**config.mk**
```make
export PLATFORM = sky130hd
export DESIGN_NAME = sensor_record_parser
export DESIGN_NICKNAME = d
export VERILOG_FILES = /design/src/rtl/core/srp_pkg.sv /design/src/rtl/core/sensor_record_parser.sv
export SDC_FILE = /design/constraint.sdc
export NUM_CORES = 1
export LEC_CHECK = 0
export ABC_CLOCK_PERIOD_IN_PS = 5620
export CAP_MARGIN = 20
export CORE_ASPECT_RATIO = 0.5
export CORE_MARGIN = 2
export CORE_UTILIZATION = 60
export CTS_CLUSTER_SIZE = 16
export DETAILED_ROUTE_END_ITERATION = 10
export DONT_BUFFER_PORTS = 1
export PLACE_DENSITY = 0.86
export REMOVE_ABC_BUFFERS = 1
export SYNTH_ARGS = -nofsm -noshare
export SYNTH_HDL_FRONTEND = slang
export SYNTH_SLANG_ARGS = --single-unit
```
**constraint.sdc**
```tcl
create_clock -name clock -period 5.62 [get_ports clock]
set_input_delay 1.124 -clock clock [delete_from_list [all_inputs] [get_ports clock]]
set_output_delay 1.124 -clock clock [all_outputs]
set_load 0.01 [all_outputs]
```
**src/rtl/core/srp_pkg.sv**
```systemverilog
// types and constants shared by the sensor record parser
`default_nettype none
package srp_pkg;

   localparam int POS_W = 8;
   localparam int ACC_W = 17;
   localparam int FIELD_W = 4;

   localparam logic [7:0] ASCII_NUL  = 8'd0;
   localparam logic [7:0] ASCII_ZERO = 8'd48;
   localparam logic [7:0] ASCII_NINE = 8'd57;

   localparam int YEAR_DIGITS  = 4;
   localparam int TIME_DIGITS  = 2;
   localparam int VALUE_DIGITS = 5;

   localparam logic [FIELD_W-1:0] FLD_CLIENT  = 4'd0;
   localparam logic [FIELD_W-1:0] FLD_CONTROL = 4'd1;
   localparam logic [FIELD_W-1:0] FLD_YEAR    = 4'd2;
   localparam logic [FIELD_W-1:0] FLD_MONTH   = 4'd3;
   localparam logic [FIELD_W-1:0] FLD_DAY     = 4'd4;
   localparam logic [FIELD_W-1:0] FLD_HOUR    = 4'd5;
   localparam logic [FIELD_W-1:0] FLD_MINUTE  = 4'd6;
   localparam logic [FIELD_W-1:0] FLD_SECOND  = 4'd7;
   localparam logic [FIELD_W-1:0] FLD_HUB     = 4'd8;
   localparam logic [FIELD_W-1:0] FLD_ID      = 4'd9;
   localparam logic [FIELD_W-1:0] FLD_TYPE    = 4'd10;

   typedef struct packed {
      logic [FIELD_W-1:0] field_id;
      logic [7:0]         text_byte;
      logic               text_valid;
      logic [ACC_W-1:0]   number;
      logic               number_valid;
      logic               bad_digit;
      logic               record_last;
   } rsp_type;

endpackage
`default_nettype wire

```
**src/rtl/core/sensor_record_parser.sv**
```systemverilog
// sensor record parser: byte stream in, one tagged field item out per byte
//
// req channel: one record byte per item in req_tdata. rsp channel: one item per
// accepted byte, giving the field it belongs to, the byte itself for text
// fields and, on the last byte of a numeric field, its decoded decimal value.
// the final byte of a record carries rsp_tlast.
// rsp_tvalid rises in the cycle after acceptance; one byte per cycle is
// sustained while rsp_tready stays high, set by the single output register
// and the multiply-by-ten accumulate with the position compare in front of it.
// a new byte is taken whenever the output register is empty or being read in
// the same cycle, so a stalled receiver holds the result and, one item later,
// the sender.
// reset (synchronous, active high) returns to the start of a record with a
// cleared accumulator and an empty output register.
// the record length follows from the text field length parameters.
`default_nettype none
module sensor_record_parser
   import srp_pkg::*;
#(
   parameter int CLIENT_LEN      = 8,
   parameter int CONTROL_LEN     = 8,
   parameter int HUB_NAME_LEN    = 8,
   parameter int SENSOR_ID_LEN   = 8,
   parameter int SENSOR_TYPE_LEN = 8
) (
   input  wire logic        clock,
   input  wire logic        reset,
   input  wire logic        req_tvalid,
   output logic             req_tready,
   input  wire logic [7:0]  req_tdata,   // byte_in
   output logic             rsp_tvalid,
   input  wire logic        rsp_tready,
   output logic [31:0]      rsp_tdata,   // text_byte, number, zero pad
   output logic [7:0]       rsp_tuser,   // field_id, text_valid, number_valid, bad_digit, pad
   output logic             rsp_tlast    // record_last
);

   localparam int END_CLIENT  = CLIENT_LEN;
   localparam int END_CONTROL = END_CLIENT + CONTROL_LEN;
   localparam int END_YEAR    = END_CONTROL + YEAR_DIGITS;
   localparam int END_MONTH   = END_YEAR + TIME_DIGITS;
   localparam int END_DAY     = END_MONTH + TIME_DIGITS;
   localparam int END_HOUR    = END_DAY + TIME_DIGITS;
   localparam int END_MINUTE  = END_HOUR + TIME_DIGITS;
   localparam int END_SECOND  = END_MINUTE + TIME_DIGITS;
   localparam int END_HUB     = END_SECOND + HUB_NAME_LEN;
   localparam int END_ID      = END_HUB + SENSOR_ID_LEN;
   localparam int END_TYPE    = END_ID + SENSOR_TYPE_LEN;
   localparam int RECORD_LEN  = END_TYPE + VALUE_DIGITS;

   localparam logic [POS_W-1:0] LAST_POS = POS_W'(RECORD_LEN - 1);

   logic [POS_W-1:0] pos_ff, pos_in;
   logic [ACC_W-1:0] acc_ff, acc_in;
   logic             stop_ff, stop_in;
   logic             rsp_valid_ff, rsp_valid_in;
   rsp_type          rsp_ff, rsp_in;

   logic [FIELD_W-1:0] seg_id;
   logic               seg_numeric;
   logic [POS_W-1:0]   seg_last_pos;
   logic               seg_last;
   logic               is_digit;
   logic [7:0]         digit_diff;
   logic [ACC_W-1:0]   acc_x10;
   logic [ACC_W-1:0]   acc_step;
   logic               accept;

   assign req_tready = !rsp_valid_ff || rsp_tready;
   assign accept     = req_tvalid && req_tready;

   always_comb begin
      if (pos_ff < POS_W'(END_CLIENT)) begin
         seg_id = FLD_CLIENT;  seg_numeric = 1'b0; seg_last_pos = POS_W'(END_CLIENT - 1);
      end else if (pos_ff < POS_W'(END_CONTROL)) begin
         seg_id = FLD_CONTROL; seg_numeric = 1'b0; seg_last_pos = POS_W'(END_CONTROL - 1);
      end else if (pos_ff < POS_W'(END_YEAR)) begin
         seg_id = FLD_YEAR;    seg_numeric = 1'b1; seg_last_pos = POS_W'(END_YEAR - 1);
      end else if (pos_ff < POS_W'(END_MONTH)) begin
         seg_id = FLD_MONTH;   seg_numeric = 1'b1; seg_last_pos = POS_W'(END_MONTH - 1);
      end else if (pos_ff < POS_W'(END_DAY)) begin
         seg_id = FLD_DAY;     seg_numeric = 1'b1; seg_last_pos = POS_W'(END_DAY - 1);
      end else if (pos_ff < POS_W'(END_HOUR)) begin
         seg_id = FLD_HOUR;    seg_numeric = 1'b1; seg_last_pos = POS_W'(END_HOUR - 1);
      end else if (pos_ff < POS_W'(END_MINUTE)) begin
         seg_id = FLD_MINUTE;  seg_numeric = 1'b1; seg_last_pos = POS_W'(END_MINUTE - 1);
      end else if (pos_ff < POS_W'(END_SECOND)) begin
         seg_id = FLD_SECOND;  seg_numeric = 1'b1; seg_last_pos = POS_W'(END_SECOND - 1);
      end else if (pos_ff < POS_W'(END_HUB)) begin
         seg_id = FLD_HUB;     seg_numeric = 1'b0; seg_last_pos = POS_W'(END_HUB - 1);
      end else if (pos_ff < POS_W'(END_ID)) begin
         seg_id = FLD_ID;      seg_numeric = 1'b0; seg_last_pos = POS_W'(END_ID - 1);
      end else if (pos_ff < POS_W'(END_TYPE)) begin
         seg_id = FLD_TYPE;    seg_numeric = 1'b0; seg_last_pos = POS_W'(END_TYPE - 1);
      end else begin
         // sensor value shares the type id
         seg_id = FLD_TYPE;    seg_numeric = 1'b1; seg_last_pos = LAST_POS;
      end
   end

   assign seg_last   = (pos_ff == seg_last_pos);
   assign is_digit   = req_tdata inside {[ASCII_ZERO:ASCII_NINE]};
   assign digit_diff = req_tdata - ASCII_ZERO;
   assign acc_x10    = {acc_ff[ACC_W-4:0], 3'b000} + {acc_ff[ACC_W-2:0], 1'b0};
   assign acc_step   = acc_x10 + (is_digit ? {{(ACC_W-4){1'b0}}, digit_diff[3:0]}
                                           : {ACC_W{1'b0}});

   always_comb begin
      pos_in       = pos_ff;
      acc_in       = acc_ff;
      stop_in      = stop_ff;
      rsp_valid_in = rsp_valid_ff;
      rsp_in       = rsp_ff;
      if (rsp_valid_ff && rsp_tready) begin
         rsp_valid_in = 1'b0;
      end
      if (accept) begin
         rsp_valid_in        = 1'b1;
         rsp_in.field_id     = seg_id;
         rsp_in.text_byte    = 8'd0;
         rsp_in.text_valid   = 1'b0;
         rsp_in.number       = {ACC_W{1'b0}};
         rsp_in.number_valid = 1'b0;
         rsp_in.bad_digit    = 1'b0;
         rsp_in.record_last  = (pos_ff == LAST_POS);
         pos_in = (pos_ff == LAST_POS) ? {POS_W{1'b0}} : pos_ff + POS_W'(1);
         if (!seg_numeric) begin
            rsp_in.text_byte  = req_tdata;
            rsp_in.text_valid = 1'b1;
         end else begin
            if (req_tdata == ASCII_NUL) begin
               stop_in = 1'b1;
            end else begin
               rsp_in.bad_digit = !is_digit;
               if (!stop_ff) begin
                  acc_in = acc_step;
               end
            end
            if (seg_last) begin
               rsp_in.number       = acc_in;
               rsp_in.number_valid = 1'b1;
               acc_in              = {ACC_W{1'b0}};
               stop_in             = 1'b0;
            end
         end
      end
   end

   always_ff @(posedge clock) begin
      if (reset) begin
         pos_ff       <= {POS_W{1'b0}};
         acc_ff       <= {ACC_W{1'b0}};
         stop_ff      <= 1'b0;
         rsp_valid_ff <= 1'b0;
      end else begin
         pos_ff       <= pos_in;
         acc_ff       <= acc_in;
         stop_ff      <= stop_in;
         rsp_valid_ff <= rsp_valid_in;
      end
   end

   always_ff @(posedge clock) begin
      rsp_ff <= rsp_in;
   end

   assign rsp_tvalid = rsp_valid_ff;
   assign rsp_tdata  = {{(32 - ACC_W - 8){1'b0}}, rsp_ff.number, rsp_ff.text_byte};
   assign rsp_tuser  = {1'b0, rsp_ff.bad_digit, rsp_ff.number_valid, rsp_ff.text_valid,
                        rsp_ff.field_id};
   assign rsp_tlast  = rsp_ff.record_last;

`ifndef SYNTHESIS
   a_pos_in_record: assert property (@(posedge clock) disable iff (reset)
      pos_ff <= LAST_POS)
      else $error("byte position beyond record end");

   a_text_xor_number: assert property (@(posedge clock) disable iff (reset)
      rsp_valid_ff |-> !(rsp_ff.text_valid && rsp_ff.number_valid))
      else $error("item tagged both text and number");

   a_bad_only_numeric: assert property (@(posedge clock) disable iff (reset)
      (rsp_valid_ff && rsp_ff.bad_digit) |-> !rsp_ff.text_valid)
      else $error("bad digit flagged in text field");

   a_wrap_after_last: assert property (@(posedge clock) disable iff (reset)
      (accept && pos_ff == LAST_POS) |=> (pos_ff == {POS_W{1'b0}} && acc_ff == {ACC_W{1'b0}}))
      else $error("record end did not restart position and accumulator");

   a_field_end_clears: assert property (@(posedge clock) disable iff (reset)
      (accept && seg_numeric && seg_last) |=> (!stop_ff && acc_ff == {ACC_W{1'b0}}))
      else $error("numeric field end left state behind");
`endif

endmodule
`default_nettype wire
```
==> results.cfg <==
[sta]
max_freq_ghz = 0.253
timing_hold_violations_final = 0
rsz0062_at_grt = false
hold_slack_ns = 0.504
fin_skew_ns = 0.00494
relSlewSlack_pct = 46.8
finalSetupViolCount = 0
fin_crit_ns = 3.96
finalMaxSlewViolations = 0
worst_slew_pin_slew_ns = 0.798
fin_setup_tns_ns = 0
min_period_over_period_pct = 70.4
setup_ws_ns = 1.66

[detailed_routing]
drt-pass1-iter-count = 5
postRouteAntennaNets = 0
wire_per_inst_um = 17.4
drc = 0
vias = 2762
vias_per_cell = 6.19
dr.first_iter.drc_count = 225
routed_wl_mm = 7.75

[cells_and_area]
regArea_um2 = 1530
mostFrequentLayoutCell = nand2_1
final_layout_size_suffix_gt1_share_pct = 9.65
antenna_cells = 0
fin_nets = 412
stdcell_area_um2 = 3910
nFillCells = 408
final_cell_mix = 45 x nand2_1, 38 x a21oi_1, 33 x edfxtp_1
area_growth_pct = 7.49
multi_input_area_um2 = 1900
fin_util_pct = 69.2

[die]
num_io_pins = 55
fp-row-count = 19
core_um2 = 5660
fp.dieH_um = 59.1
die_area_um2 = 6750
die_w_um = 114
start_util_pct = 64.4

[min_path]
hold_depth = 2
whs_endpoint = acc_ff[4]$_SDFFE_PP0P_
min-delay-start = acc_ff[4]$_SDFFE_PP0P_
worstHoldPathType = reg -> reg

[place]
gp_congestion = 0.905
hpwl_mm = 5.30
placed_area_um2 = 3590
place_ws_ns = 1.40
port_buffers = 0

[power_and_ir_drop]
vdd_ir_drop_max_uv = 192
powerDensity_nw_per_um2 = 284
leakagePower_nw = 1.65

[synthesis]
synthesis.area_um2 = 3640
synth_cell_types = 62
yosys_most_used_dff = edfxtp_1
synth_edf_count = 33
yosysWarnings = 0
syn_area_per_cell_um2 = 9.84
ys_seq_area_share_pct = 42.1
synth_async_sr_flop_share_pct = 0
synth_cells = 370
ys_ff_latch = 60

[clock_network]
hold_buffers = 0
clkTransAtPathRegs_ns = 0.06
cts_buffer_depth = 2
cts-resized-gates = 0
clk_latency_ns = 0.33
cts_sinks = 60
cts_tree = built
numCtsBuffers = 9
cts_root_buffer = clkbuf_16
cts.htree.levels = 3
postCtsSetupBuffers = 0

[critical_path]
path_cells = o21ai_0 > and4_1 > nand2_1 > fa_1 > inv_1 > ha_1 > a211oi_1 > o21bai_1 > a21oi_1 > o21ai_0 > a31oi_1 > mux2i_1 > a21oi_1
cp.required_ns = 5.67
cpPeakStageDelay_ns = 0.55
rr_startpoint = acc_ff[0]$_SDFFE_PP0P_
r2r-end = rsp_tdata[21]$_SDFFCE_PN0P_
r2r_slack_ns = 2.46
cp_slowest_cell = fa_1
cp-start-kind = input pin
worstRegToRegCells = 11
cp_max_fo = 5
endpoint_kind = flip-flop
crit_type = in -> reg
arrival_ns = 4.01

[global_route]
antenna_found_initial = 0
grt_max_degree = 38
grt_pass1_wl_mm = 12.6
grt_usage_pct = 24.6
overflow = 0
grt_pass1_vias = 2596

[run]
maxCapViolCount = 0

[run_status]
outcome = completed
[cell families (layout without fill, tap and decap cells)]
kind of cell,count (synthesis),after routing,share of synthesized area (%)
AOI/OAI and AO/OA,102,102,17.8
xor gates and xnor gates,14,14,3.37
adders and majority gates,33,33,11.7
buffers and inverters,36,32,6.60
DFF,60,60,42.1
muxes,3,3,0.825
other,1,8,0.103
and+or+nand+nor,121,121,17.5
[cell type report]
type                    count  share of cell area [%]
multi-input cells         281                    48.4
well taps                  73                    2.33
inverters                  13                    1.25
flip-flops and latches     60                    39.1
clock inverters             7                    2.53
repair buffers              3                   0.575
clock buffers               9                    5.75
[how the worst max path moves through the flow]
stage	start	endpoint	slack, ns	cells past startpoint
after floorplan	req_tdata[1]	rsp_tdata[21]$_SDFFCE_PN0P_	1.71	13
after global placement	req_tdata[1]	rsp_tdata[21]$_SDFFCE_PN0P_	1.49	13
after detailed placement	req_tdata[1]	rsp_tdata[21]$_SDFFCE_PN0P_	1.40	13
after CTS	req_tdata[1]	rsp_tdata[21]$_SDFFCE_PN0P_	1.73	13
after global routing	req_tdata[1]	rsp_tdata[21]$_SDFFCE_PN0P_	1.42	13
final	req_tdata[1]	rsp_tdata[21]$_SDFFCE_PN0P_	1.66	13
[Yosys cell counts (4+ instances only)]
master | instances | area, um^2
xnor2_1 | 6 | 52.6
a22o_1 | 6 | 52.6
nor3_1 | 6 | 30.0
dfxtp_1 | 27 | 541
nand2_1 | 45 | 169
ha_1 | 30 | 375
o211ai_1 | 5 | 37.5
buf_4 | 8 | 60.1
edfxtp_1 | 33 | 991
inv_1 | 13 | 48.8
and2_1 | 12 | 75.1
a21oi_1 | 38 | 190
or3_1 | 4 | 25.0
clkbuf_1 | 4 | 15.0
buf_6 | 7 | 78.8
a211oi_1 | 5 | 37.5
xor2_1 | 8 | 70.1
nor2_1 | 20 | 75.1
nand2b_1 | 7 | 43.8
o21ai_0 | 23 | 115
[per-stage QoR]
step | instances | power (mW)
after floorplan | 354 | 0.515
after global placement | 430 | 0.522
after detailed placement | 430 | 0.523
after CTS | 446 | 1.11
after global routing | 446 | 1.13
final | 446 | 1.11
[layer usage]
layer	GRT usage, %	up-vias	wire (um)
li1	-	1323	-
met1	32.8	1331	3610
met2	39.4	90	3590
met3	5.52	18	394
met4	11.0	0	153
met5	0	-	0
[sequential cells by signal, summed over array words and instances, names as in the netlist]
signal	count
acc_ff	17
stop_ff	1
rsp_tdata	25
rsp_tvalid	1
rsp_tuser	7
rsp_tlast	1
pos_ff	8
[critical path, delay by kind of cell]
kind | cells | cell delay (ns)
adder cells (fa/ha/maj) | 2 | 0.85
AND/OR/NAND/NOR | 2 | 0.41
buffers and inverters | 1 | 0.06
multiplexers | 1 | 0.23
AO/OA/AOI/OAI | 7 | 1.33
[report_power, final]
group	leakage [nW]	total, mW	internal [mW]	switching, mW
Sequential	0.545	0.490	0.477	0.0132
Combinational	0.943	0.0241	0.00619	0.0179
Clock	0.156	0.596	0.390	0.206
Total	1.65	1.11	0.873	0.237
Note: power is estimated with default switching activity, not from simulation.
